$ cat config.mk
export PLATFORM = sky130hd
export DESIGN_NAME = hex_color_command_parser
export DESIGN_NICKNAME = d
export VERILOG_FILES = /design/src/rtl/core/hcp_pkg.sv /design/src/rtl/core/hcp_line_parser.sv /design/src/rtl/core/hex_color_command_parser.sv
export SDC_FILE = /design/constraint.sdc
export NUM_CORES = 1
export LEC_CHECK = 0
export ABC_AREA = 1
export BUFFER_PORTS_ARGS = -buffer_cell sky130_fd_sc_hd__buf_2
export CAP_MARGIN = 30
export CELL_PAD_IN_SITES_DETAIL_PLACEMENT = 1
export CELL_PAD_IN_SITES_GLOBAL_PLACEMENT = 1
export CORE_MARGIN = 4
export CORE_UTILIZATION = 35
export DETAILED_ROUTE_END_ITERATION = 10
export PLACE_DENSITY = 0.74
export SETUP_SLACK_MARGIN = 0.15
export SYNTH_ARGS = -nofsm -noshare
export SYNTH_HDL_FRONTEND = slang
export SYNTH_HIERARCHICAL = 1
export SYNTH_SLANG_ARGS = --single-unit
$ cat constraint.sdc
create_clock -name i_clk -period 5.39 [get_ports i_clk]
set_input_delay 1.078 -clock i_clk [delete_from_list [all_inputs] [get_ports i_clk]]
set_output_delay 1.078 -clock i_clk [all_outputs]
set_load 0.005 [all_outputs]
$ cat src/rtl/core/hcp_pkg.sv
package hcp_pkg;

    localparam int LINE_LEN  = 7;
    localparam int COUNT_MAX = 15;
    localparam int COUNT_W   = 4;
    localparam int IDX_W     = 3;

    localparam logic [7:0] CHAR_CR    = 8'h0D;
    localparam logic [7:0] CHAR_HASH  = 8'h23;
    localparam logic [7:0] DIGIT_LO   = 8'd48;
    localparam logic [7:0] DIGIT_HI   = 8'd57;
    localparam logic [7:0] ALPHA_LO   = 8'd65;
    localparam logic [7:0] ALPHA_HI   = 8'd70;
    localparam logic [7:0] ALPHA_BASE = 8'd55;

    typedef logic [7:0]              t_char;
    typedef t_char [LINE_LEN-1:0]    t_line;
    typedef logic [COUNT_W-1:0]      t_count;

    typedef struct packed {
        logic       ok;
        logic [7:0] red;
        logic [7:0] green;
        logic [7:0] blue;
    } t_parse;

    // {valid, nibble}; uppercase hex only
    function automatic logic [4:0] hex_nibble(input t_char ch);
        logic [7:0] d;
        logic [4:0] res;
        d   = 8'd0;
        res = 5'd0;
        if (ch >= DIGIT_LO && ch <= DIGIT_HI) begin
            d   = ch - DIGIT_LO;
            res = {1'b1, d[3:0]};
        end else if (ch >= ALPHA_LO && ch <= ALPHA_HI) begin
            d   = ch - ALPHA_BASE;
            res = {1'b1, d[3:0]};
        end
        return res;
    endfunction

endpackage

$ cat src/rtl/core/hcp_line_parser.sv
module hcp_line_parser (
    input  hcp_pkg::t_line  i_line,
    input  hcp_pkg::t_count i_count,
    input  hcp_pkg::t_char  i_byte,
    output hcp_pkg::t_parse o_parse
);
    import hcp_pkg::*;

    logic [4:0]              nib [1:LINE_LEN-1];
    logic [LINE_LEN-1:1]     hex_ok;

    always_comb begin
        for (int k = 1; k < LINE_LEN; k++) begin
            nib[k]    = hex_nibble(i_line[k]);
            hex_ok[k] = nib[k][4];
        end
    end

    always_comb begin
        o_parse.ok    = (i_byte == CHAR_CR) && (i_count == COUNT_W'(LINE_LEN))
                        && (i_line[0] == CHAR_HASH) && (&hex_ok);
        o_parse.red   = {nib[1][3:0], nib[2][3:0]};
        o_parse.green = {nib[3][3:0], nib[4][3:0]};
        o_parse.blue  = {nib[5][3:0], nib[6][3:0]};
    end

endmodule

$ cat src/rtl/core/hex_color_command_parser.sv
// Hex color command parser.
// Slave stream: one received character per transfer in s_tdata[7:0].
// Master stream: one result per input character. m_tdata carries the echoed
// byte and the current red, green and blue duty levels; m_tuser flags that
// this byte was the CR closing a valid "#RRGGBB" line (uppercase hex only).
// An accepted character passes through the input register and then the result
// register before it is presented on the master side, once that register is free.
// Throughput: one character per cycle while the receiver takes results; the
// input register feeds the parse logic and the state update directly, and the
// result register is the only stage after it.
// A result waiting on the master side does not block the slave side until
// the input register also holds an item.
// Reset clears the count, the duty levels and both valid flags; the line
// store is not cleared, since a parse reads only characters of its own line.
// When the receiver stalls, the result holds and the input register fills,
// then s_tready drops until the result is taken.
module hex_color_command_parser (
    input  logic        i_clk,
    input  logic        i_rst_n,
    input  logic        i_s_tvalid,
    output logic        o_s_tready,
    input  logic [7:0]  i_s_tdata,   // [7:0] rx_byte
    output logic        o_m_tvalid,
    input  logic        i_m_tready,
    output logic [31:0] o_m_tdata,   // [7:0] echo_byte, [15:8] red_duty,
                                     // [23:16] green_duty, [31:24] blue_duty
    output logic        o_m_tuser    // [0] color_update
);
    import hcp_pkg::*;

    logic   r_in_valid;
    t_char  r_in_byte;
    logic   r_out_valid;
    t_char  r_out_echo;
    logic   r_out_update;
    t_line  r_line;
    t_count r_char_count, n_char_count;
    logic [7:0] r_red, r_green, r_blue;
    logic [7:0] n_red, n_green, n_blue;
    t_parse parse;
    logic   advance;

    hcp_line_parser u_parser (
        .i_line  (r_line),
        .i_count (r_char_count),
        .i_byte  (r_in_byte),
        .o_parse (parse)
    );

    assign advance    = r_in_valid && (!r_out_valid || i_m_tready);
    assign o_s_tready = !r_in_valid || advance;

    always_comb begin
        n_char_count = r_char_count;
        if (r_in_byte == CHAR_CR) begin
            n_char_count = '0;
        end else if (r_char_count < COUNT_W'(COUNT_MAX)) begin
            n_char_count = r_char_count + COUNT_W'(1);
        end
        n_red   = parse.ok ? parse.red   : r_red;
        n_green = parse.ok ? parse.green : r_green;
        n_blue  = parse.ok ? parse.blue  : r_blue;
    end

    always_ff @(posedge i_clk) begin
        if (!i_rst_n) begin
            r_in_valid <= 1'b0;
        end else if (i_s_tvalid && o_s_tready) begin
            r_in_valid <= 1'b1;
        end else if (advance) begin
            r_in_valid <= 1'b0;
        end
    end

    always_ff @(posedge i_clk) begin
        if (i_s_tvalid && o_s_tready) begin
            r_in_byte <= i_s_tdata;
        end
    end

    always_ff @(posedge i_clk) begin
        if (!i_rst_n) begin
            r_out_valid  <= 1'b0;
            r_char_count <= '0;
            r_red        <= 8'd0;
            r_green      <= 8'd0;
            r_blue       <= 8'd0;
        end else begin
            if (advance) begin
                r_out_valid  <= 1'b1;
                r_char_count <= n_char_count;
                r_red        <= n_red;
                r_green      <= n_green;
                r_blue       <= n_blue;
            end else if (i_m_tready) begin
                r_out_valid <= 1'b0;
            end
        end
    end

    always_ff @(posedge i_clk) begin
        if (advance) begin
            r_out_echo   <= r_in_byte;
            r_out_update <= parse.ok;
            // characters past the seventh are dropped
            if (r_in_byte != CHAR_CR && r_char_count < COUNT_W'(LINE_LEN)) begin
                r_line[r_char_count[IDX_W-1:0]] <= r_in_byte;
            end
        end
    end

    assign o_m_tvalid = r_out_valid;
    assign o_m_tdata  = {r_blue, r_green, r_red, r_out_echo};
    assign o_m_tuser  = r_out_update;

    a_update_on_cr: assert property (@(posedge i_clk) disable iff (!i_rst_n)
        (o_m_tvalid && o_m_tuser) |-> (o_m_tdata[7:0] == CHAR_CR))
        else $error("color update on a non-CR byte");

    a_cr_clears: assert property (@(posedge i_clk) disable iff (!i_rst_n)
        (advance && r_in_byte == CHAR_CR) |=> (r_char_count == '0))
        else $error("count not cleared after CR");

    a_count_step: assert property (@(posedge i_clk) disable iff (!i_rst_n)
        (advance && r_in_byte != CHAR_CR && r_char_count < COUNT_W'(COUNT_MAX))
        |=> (r_char_count == $past(r_char_count) + COUNT_W'(1)))
        else $error("count did not advance");

    a_levels_hold: assert property (@(posedge i_clk) disable iff (!i_rst_n)
        !(advance && parse.ok) |=> ($stable(r_red) && $stable(r_green) && $stable(r_blue)))
        else $error("duty levels changed without a valid command");

    a_stall_fills: assert property (@(posedge i_clk) disable iff (!i_rst_n)
        (r_out_valid && !i_m_tready && r_in_valid) |-> !o_s_tready)
        else $error("accepted with both registers full");

endmodule

==> results of run 1 <==
[cell usage in the layout, fill, tap and decap left out, types with 6 or more instances in the layout]
cell and n:
inv_1 50, a21oi_1 31, o22ai_1 9, ha_1 19, nand3_1 54, o21ai_0 9, xnor2_1 6, edfxtp_1 73
o21ai_1 6, nor2_1 28, dfxtp_1 30, nor2_2 6, inv_2 9, nand2_1 92, clkbuf_16 9, buf_2 46
nor3_1 6
[power groups by stage]
stage          registers (mW)  logic, mW  clock network, mW
5_1_grt                 0.885     0.0465              0.682
4_1_cts                 0.883     0.0419              0.647
2_1_floorplan           0.890     0.0267                  0
3_3_place_gp            0.898     0.0395                  0
6_report                0.882     0.0406              0.630
3_5_place_dp            0.900     0.0413                  0
[logic make-up (layout without fill, tap and decap cells)]
| logic type | after synthesis | in the layout | share of synthesized area (%) |
|---|---|---|---|
| simple gates | 206 | 206 | 20.6 |
| flops | 103 | 103 | 60.0 |
| buf+inv | 72 | 124 | 6.24 |
| compound gates | 56 | 56 | 6.51 |
| fa+ha+maj | 19 | 19 | 5.11 |
| xor+xnor | 8 | 8 | 1.51 |
[state kept, by name, summed over array words and instances, names as in the netlist]
| signal | flops |
|---|---|
| r_out_echo | 8 |
| r_char_count | 4 |
| r_green | 8 |
| r_blue | 8 |
| r_in_byte | 8 |
| r_red | 8 |
| o_m_tuser | 1 |
| o_m_tvalid | 1 |
| r_line | 56 |
| r_in_valid | 1 |
[worst min path at each step]
stage                     from         end  slack (ns)  cells past startpoint
floorplan            r_blue[0]   r_blue[0]        0.46                      2
global route        r_green[4]  r_green[4]        0.48                      2
global placement      r_red[5]    r_red[5]        0.45                      2
detailed placement  r_green[7]  r_green[7]        0.45                      2
CTS                 r_green[7]  r_green[7]        0.46                      2
finish              r_green[4]  r_green[4]        0.46                      2
[Yosys cell counts, types with 2 or more instances]
library cell / instances / area [µm²]
nand2_1: 92 / 345
edfxtp_1: 73 / 2190
nand3_1: 54 / 270
inv_1: 50 / 188
a21oi_1: 31 / 155
dfxtp_1: 30 / 601
nor2_1: 28 / 105
ha_1: 19 / 238
inv_2: 9 / 33.8
o21ai_0: 9 / 45.0
o22ai_1: 9 / 56.3
nor2_2: 6 / 37.5
nor3_1: 6 / 30.0
o21ai_1: 6 / 30.0
xnor2_1: 6 / 52.6
nand2_2: 5 / 31.3
nand4_1: 5 / 31.3
buf_2: 4 / 20.0
buf_4: 4 / 30.0
clkbuf_1: 4 / 15.0
nand3_2: 2 / 20.0
nand4_2: 2 / 25.0
xor2_1: 2 / 17.5
[worst max-delay path: stages]
cell     delay [ns]
buf_2          0.08
inv_1          0.07
a21oi_4        0.12
buf_4          0.38
nand4_1        0.37
nor2_1         0.63
[final cells by class]
| cell class | count | area, µm² | share of cell area, % |
|---|---|---|---|
| clock buffers | 9 | 225 | 4.21 |
| clock inverters | 7 | 63.8 | 1.19 |
| inverters | 60 | 225 | 4.21 |
| multi-input cells | 289 | 1570 | 29.4 |
| flip-flops and latches | 103 | 2790 | 52.2 |
| well taps | 172 | 215 | 4.03 |
| repair buffers | 48 | 253 | 4.73 |
[per-stage QoR]
step | hold slack (ns) | instance area (µm²) | std cells | worst slack, ns
floorplan | 0.456 | 4650 | 464 | 3.01
global placement | 0.448 | 5040 | 671 | 2.29
detailed placement | 0.451 | 5040 | 671 | 2.18
CTS | 0.461 | 5330 | 687 | 2.17
global route | 0.484 | 5350 | 688 | 2.42
finish | 0.459 | 5350 | 688 | 2.60
[metal layers]
metal | track usage (%) | up-vias | share of wire [%]
li1 | - | 1657 | -
met1 | 18.4 | 1643 | 45
met2 | 26.1 | 60 | 49
met3 | 4.30 | 13 | 4.2
met4 | 4.57 | 0 | 1.4
met5 | 0 | - | 0
==> metrics.md, run 1 <==
| Metric | Value |
|---|---|
| IO Port Bufs | `46` |
| Worst skew pair latency | `0.35 ns` |
| Clock skew | `0.00804 ns` |
| FMAX | `359 MHz` |
| Row cnt | `41` |
| Post-detail-place hpwl | `7620 µm` |
| CP required | `5.37 ns` |
| P per Cell Area | `291 nW/µm²` |
| Switching power of the nets | `0.322 mW` |
| Worst r2r src | `r_in_byte[2]` |
| Final wirelength | `10700 µm` |
| CP Capture Point | `r_line[9]` |
| Setup violators final | `0` |
| Reg-to-reg endpoint | `r_red[2]` |
| TritonCTS buffer count | `9` |
| Avg Vias per Cell | `4.90` |
| Period utilization | `51.7%` |
| FF+latch count, synth | `103` |
| Die height | `123 µm` |
| CP startpoint | `i_m_tready` |
| Cts hold-fix bufs | `0` |
| Type of origin of the critical path | `input pin` |
| Layout area overhead | `14.9%` |
| Final #Nets | `542` |
| Post-synth EDFFs | `73` |
| Final core utilization | `41.7%` |
| Min Tclk post-route | `2.79 ns` |
| Hold Violations, Final | `0` |
| Largest net degree at the start of global routing | `41` |
| DR vias | `3373` |
| Initial antenna violation count | `0` |
| Hold WC Path Type | `reg -> reg` |
| FFs w/ async S/R, synth | `0%` |
| CP max FO | `40` |
| DRT Pass-1 Iters | `4` |
| Initial Utilization | `36.3%` |
| Mapped Cells | `464` |
| Share of power burned in registers | `56.8%` |
| TritonCTS clock tree | `done` |
| DIE AREA | `15200 µm²` |
| Max IR drop VDD | `0.000204 V` |
| Post_cts resized | `0` |
| FF-to-FF setup slack | `2.92 ns` |
| IO Count | `47` |
| Clock power share | `40.6%` |
| Syn avg cell area | `10.0 µm²` |
| Number of remaining DRC errors | `0` |
| Crit path capture type | `flop` |
| WS Path Type | `in -> reg` |
| RSZ-0062 raised after global routing | `false` |
| Postcts setup bufs | `0` |
| Design Power | `1.55 mW` |
| Setup TNS | `0 ns` |
| Synth Flop Type | `edfxtp_1` |
| Die Wd | `123 µm` |
| Yosys Warn Count | `6` |
| Number of global-route vias before repair | `3527` |
| Antenna violation net count after detailed routing | `0` |
| N_diodes | `0` |
| Register area share after synthesis | `60.0%` |
| MaxCap Viol Count | `0` |
| P_leak | `2.09 nW` |
| H-tree levels | `3` |
| Gate power share | `2.6%` |
| Reg clk slew, reported paths | `0.06 ns` |
| Wirelength per Cell | `15.6 µm` |
| Switching part of the total power | `20.8%` |
| Status | `finished clean` |
| Mapped Area | `4650 µm²` |
| Filler cells | `1477` |
| Max-slew violation count | `0` |
| Crit path DAT | `2.77 ns` |
| Share of layout cells above drive strength 1 | `17.6%` |
| GRT overflow | `0` |
| Max Buffers Root-to-Sink | `2` |
| Distinct cells, synth | `31` |
| DRT iter0 DRCs | `147` |
| FF-to-FF path depth | `12` |
| Clock sink total | `103` |
| Synth Net Count | `495` |
| First-pass GRT wire length | `17700 µm` |
| Internal power | `1.23 mW` |
| Root Driver | `clkbuf_16` |
| Tot GR Track Use | `15.2%` |
| Slew margin rel. | `36.5%` |
| Core ar. | `12800 µm²` |
| Worst-margin pin slew | `0.951 ns` |
| Routability cong. | `0.780` |
Power figures use the tool's default switching activity.
==> inputs of run 2 (changes only) <==
- PLACE_DENSITY: 0.74 -> 0.76
- clock period: 5.39 -> 2.3 ns (I/O delays scaled with it)
==> run 2 against run 1 <==
Global-route usage rose by 0.46 points. Via count rose by 4.7%. Critical path type is now reg -> reg. Critical endpoint is now r_green[4]. Clock power rose by 150%. Sequential power rose by 130%. Core utilization rose by 3.0 points. Critical path depth rose by 5. Register-to-register slack got worse by 2.7 ns. Sequential share of layout area fell by 3.6 points. Wire length rose by 9.3%. Cell count rose by 4.5%.
==> metrics.md, run 2 (synthesized netlist as in run 1, its figures left out) <==
| Metric | Value |
|---|---|
| Post-detail-place hpwl | `8040 µm` |
| Worst skew pair latency | `0.35 ns` |
| Final wirelength | `11700 µm` |
| Largest net degree at the start of global routing | `30` |
| DRT iter0 DRCs | `222` |
| Register area | `2790 µm²` |
| N_diodes | `0` |
| Core ar. | `12800 µm²` |
| Die Wd | `123 µm` |
| Non-Filler Instances | `719` |
| Initial antenna violation count | `0` |
| GRT overflow | `0` |
| Share of layout cells above drive strength 1 | `27.4%` |
| Area of the multi-input gates | `1710 µm²` |
| Tot GR Track Use | `15.6%` |
| DR vias | `3531` |
| Slew margin rel. | `68.5%` |
| Final core utilization | `44.7%` |
| DIE AREA | `15200 µm²` |
| Setup violators final | `0` |
| Placed cells | `690` |
| Initial Utilization | `36.3%` |
| MaxCap Viol Count | `0` |
| Hold Violations, Final | `0` |
| Crit path max-delay family | `simple AND/OR/NAND/NOR gates` |
| Max IR drop VDD | `0.000432 V` |
| FMAX | `484 MHz` |
| Final instance area | `5740 µm²` |
| Period utilization | `89.9%` |
| Worst-margin pin slew | `0.469 ns` |
| Row cnt | `41` |
| Slowest-stage cell, CP | `edfxtp_1` |
| RSZ-0062 raised after global routing | `true` |
| Final #Nets | `573` |
| CP peak stage delay | `0.43 ns` |
| IO Count | `47` |
| Avg Vias per Cell | `4.91` |
| Filler cells | `1465` |
| Reg clk slew, reported paths | `0.07 ns` |
| WS Path Type | `reg -> reg` |
| Buf/Inv on CP | `2` |
| Hold_ws | `0.291 ns` |
| First-pass GRT wire length | `18100 µm` |
| P per Cell Area | `654 nW/µm²` |
| Clock skew | `0.00770 ns` |
| Antenna violation net count after detailed routing | `0` |
| P_leak | `2.25 nW` |
| TritonCTS buffer count | `9` |
| Setup TNS | `0 ns` |
| Hold WC Path Type | `in -> reg` |
| Crit path capture type | `flop` |
| TritonCTS clock tree | `done` |
| Most frequent cells in the layout | `nand2_1, edfxtp_1, nand3_1` |
| Root Driver | `clkbuf_16` |
| H-tree levels | `3` |
| Die height | `123 µm` |
| Routability cong. | `0.798` |
| Number of remaining DRC errors | `0` |
| CP required | `2.52 ns` |
| Cell Area, Placed | `5180 µm²` |
| Clock sink total | `103` |
| IO Port Bufs | `46` |
| Crit path DAT | `2.29 ns` |
| DRT Pass-1 Iters | `4` |
| Status | `finished clean` |
| CP max FO | `12` |
| Max-slew violation count | `0` |
| Cell breakdown of the critical path | `inv_2 > ha_1 > nand3b_1 > nand4_4 > nand2_4 > nand3_1 > nor2_4 > buf_12 > nand2_8 > nand2_1 > a21oi_1` |
| Min Tclk post-route | `2.07 ns` |
| Layout area overhead | `23.3%` |
| Max Buffers Root-to-Sink | `2` |
| Type of origin of the critical path | `flop` |
| Wirelength per Cell | `16.3 µm` |
| Max FFs per register | `56` |
| Most common cell after layout, fill and taps aside | `nand2_1` |
| Number of global-route vias before repair | `3676` |
run 2: power by group:
part	internal, mW	switching, mW	total, mW
sequential	2.02	0.0173	2.04
combinational	0.0467	0.104	0.151
clock	0.888	0.674	1.56
total	2.95	0.795	3.75
run 2: final timing paths:
check               start           end  slack (ns)  cells after the start
max            r_line[41]    r_green[4]        0.23                     11
min          i_s_tdata[6]  r_in_byte[6]        0.29                      1
max reg2reg    r_line[41]    r_green[4]        0.23                     11
min reg2reg     r_blue[0]     r_blue[0]        0.46                      2
run 2: cell type report:
class / count / area share (%)
clock buffers: 11 / 4.23
clock inverters: 5 / 1.13
well taps: 172 / 3.75
repair buffers: 77 / 8.48
inverters: 60 / 3.93
multi-input cells: 291 / 29.8
flip-flops and latches: 103 / 48.7
run 2: metrics by stage:
| stage | worst slack (ns) | power (mW) |
|---|---|---|
| final | 0.232 | 3.75 |
| after global routing | 0.0788 | 3.90 |
| after CTS | 0.169 | 3.79 |
| after detailed placement | 0.0536 | 2.22 |
| after global placement | 0.256 | 2.21 |
| after floorplan | 0.432 | 2.15 |
run 2: timing repair:
| action | in CTS | in global routing |
|---|---|---|
| hold endpoints to repair | 0 | 0 |
| gates resized for setup | 2 | 36 |
| pin swaps | 0 | 3 |
| gates cloned | 0 | 2 |
| endpoints found under the setup margin | 24 | 24 |
| buffers inserted | 0 | 11 |
| hold buffers | 0 | 0 |
run 2: routing by layer:
metal	up-vias	routed length (µm)	GRT usage, %
met5	-	0	0
met4	0	163	4.84
met3	10	479	4.48
met2	64	6080	26.9
met1	1735	5030	18.9
li1	1722	-	-
run 2: worst register-to-register path: stages, from the launching register on:
cell and delay [ns]:
edfxtp_1 0.43, inv_2 0.11, ha_1 0.19, nand3b_1 0.18, nand4_4 0.16, nand2_4 0.12, nand3_1 0.14, nor2_4 0.19
buf_12 0.17, nand2_8 0.11, nand2_1 0.09, a21oi_1 0.06
==> inputs of run 3 (changes only) <==
- ABC_CLOCK_PERIOD_IN_PS: default -> 2300
- CORE_UTILIZATION: 35 -> 41
- PLACE_DENSITY: 0.76 -> 0.86
- SKIP_CTS_REPAIR_TIMING: default -> 1
==> run 3 against run 2 <==
Fmax decreased by 8.5%. Non-clock buffer count increased by 12. Wire length increased by 16%. Setup slack got worse by 0.19 ns. Sequential share of layout area decreased by 0.87 points. Sequential power about the same. First-iteration DRC count increased by 9.5%. Power decreased by 1.3%. Sequential cell count unchanged. Count of clock-buffer cells in the layout increased by 2.
==> metrics.md, run 3 (synthesized netlist as in run 1, its figures left out) <==
| Metric | Value |
|---|---|
| Worst r2r src | `r_line[32]` |
| Max Buffers Root-to-Sink | `2` |
| Post-detail-place hpwl | `8380 µm` |
| Max-slew violation count | `0` |
| Type of origin of the critical path | `flop` |
| MaxCap Viol Count | `0` |
| Max FFs per register | `56` |
| Non-Filler Instances | `698` |
| Final worst slack | `0.0401 ns` |
| Final core utilization | `53.2%` |
| P_leak | `2.33 nW` |
| DRT iter0 DRCs | `243` |
| Final instance area | `5840 µm²` |
| TritonCTS clock tree | `done` |
| Cell Area, Placed | `5150 µm²` |
| P per Cell Area | `634 nW/µm²` |
| CP startpoint | `r_line[32]` |
| Number of remaining DRC errors | `0` |
| IO Port Bufs | `46` |
| Grt met2 use | `34.8%` |
| Worst skew pair latency | `0.35 ns` |
| Crit path DAT | `2.53 ns` |
| Largest net degree at the start of global routing | `30` |
| Design Power | `3.70 mW` |
| Root Driver | `clkbuf_16` |
| Number of global-route vias before repair | `3707` |
| First-pass GRT wire length | `18900 µm` |
| Filler cells | `1209` |
| Clock sink total | `103` |
| Initial antenna violation count | `0` |
| Core ar. | `11000 µm²` |
| DIE AREA | `13100 µm²` |
| Status | `finished clean` |
| FMAX | `442 MHz` |
| Slowest-stage cell, CP | `edfxtp_1` |
| Tot GR Track Use | `19.0%` |
| Layout area overhead | `25.5%` |
| DR vias | `3726` |
| Register area | `2790 µm²` |
| WS Path Type | `reg -> reg` |
| HP Start | `i_s_tdata[1]` |
| Die height | `115 µm` |
| Initial Utilization | `42.4%` |
| Hold path endpoint | `r_in_byte[1]` |
| IO Count | `47` |
| GR peak layer | `met2` |
| CP max FO | `6` |
| Slew margin rel. | `74.4%` |
| Most frequent cells in the layout | `nand2_1, edfxtp_1, nand3_1` |
| Worst hold stages | `1` |
| Cell breakdown of the critical path | `inv_2 > ha_1 > nand3_1 > nand2_1 > inv_2 > nand2_2 > nand2_2 > nand2_1 > inv_2 > nand2_2 > nor2_4 > buf_12 > clkbuf_16 > nand3_1 > a21oi_1` |
| Period utilization | `98.3%` |
| Share of layout cells above drive strength 1 | `29.6%` |
| Hold_ws | `0.288 ns` |
| Min Tclk post-route | `2.26 ns` |
| Row cnt | `38` |
| Routability cong. | `0.918` |
| Wirelength per Cell | `19.5 µm` |
| Pre-CTS setup slack | `0.0618 ns` |
| M3 GR Usage | `2.70%` |
| Worst-margin pin slew | `0.383 ns` |
| Placed cells | `659` |
| FF-to-FF path depth | `15` |
| CP required | `2.57 ns` |
| Final wirelength | `13600 µm` |
| FF-to-FF setup slack | `0.04 ns` |
| CP peak stage delay | `0.41 ns` |
| TritonCTS buffer count | `9` |
| Reg clk slew, reported paths | `0.07 ns` |
| N_diodes | `0` |
| GRT overflow | `0` |
| Hold WC Path Type | `in -> reg` |
| Die Wd | `115 µm` |
| Clock skew | `0.0144 ns` |
| Antenna violation net count after detailed routing | `0` |
| Crit path capture type | `flop` |
| RSZ-0062 raised after global routing | `true` |
| Final #Nets | `584` |
| Area of the multi-input gates | `1750 µm²` |
| Hold Violations, Final | `0` |
| Reg-to-reg endpoint | `r_red[0]` |
| H-tree levels | `3` |
| DRT Pass-1 Iters | `4` |
| Max IR drop VDD | `0.000419 V` |
| Avg Vias per Cell | `5.34` |
| Met1 Use GR | `22.5%` |
| Setup violators final | `0` |
| Most common cell after layout, fill and taps aside | `nand2_1` |
| Setup TNS | `0 ns` |
-- run 3: changes by cell type in the layout (fill, tap and decap cells not counted), moves of 4 or more --
| cell | before | now |
|---|---|---|
| nand2_1 | 76 | 84 |
| ha_4 | 1 | 5 |
| nand2_2 | 19 | 11 |
| buf_4 | 27 | 38 |
| inv_1 | 45 | 40 |
| inv_2 | 15 | 20 |
-- run 3: how the worst max path moves through the flow --
stage	end	slack, ns	cells after the start
floorplan	r_blue[4]	0.43	12
global route	r_red[0]	-0.02	16
CTS	r_red[5]	0.04	14
global placement	r_red[6]	0.33	13
detailed placement	r_red[5]	0.06	14
finish	r_red[0]	0.04	15
-- run 3: final cells by class --
type | instances | share of cell area [%]
sequential | 103 | 47.8
multi-input combinational | 290 | 29.9
timing repair buffer | 89 | 10.5
clock buffer | 13 | 4.65
inverter | 60 | 3.86
tap | 140 | 3.00
clock inverter | 3 | 0.257
-- run 3: layer usage --
metal  up-vias  part of all wire, %
li1       1737                    -
met1      1848                   38
met2       110                   53
met3        31                  6.1
met4         0                  2.6
met5         -                    0
-- run 3: power by group --
part           total, mW  internal (mW)  switching, mW
logic              0.157         0.0484          0.108
registers           2.04           2.02         0.0194
clock network       1.51          0.826          0.679
-- run 3: worst max-delay path, delay by kind of cell (launching register included) --
family,cells,cell delay [ns]
buffers and inverters,5,0.54
AO/OA/AOI/OAI,1,0.18
adder cells (fa/ha/maj),1,0.24
AND/OR/NAND/NOR,8,0.80
flip-flops,1,0.41
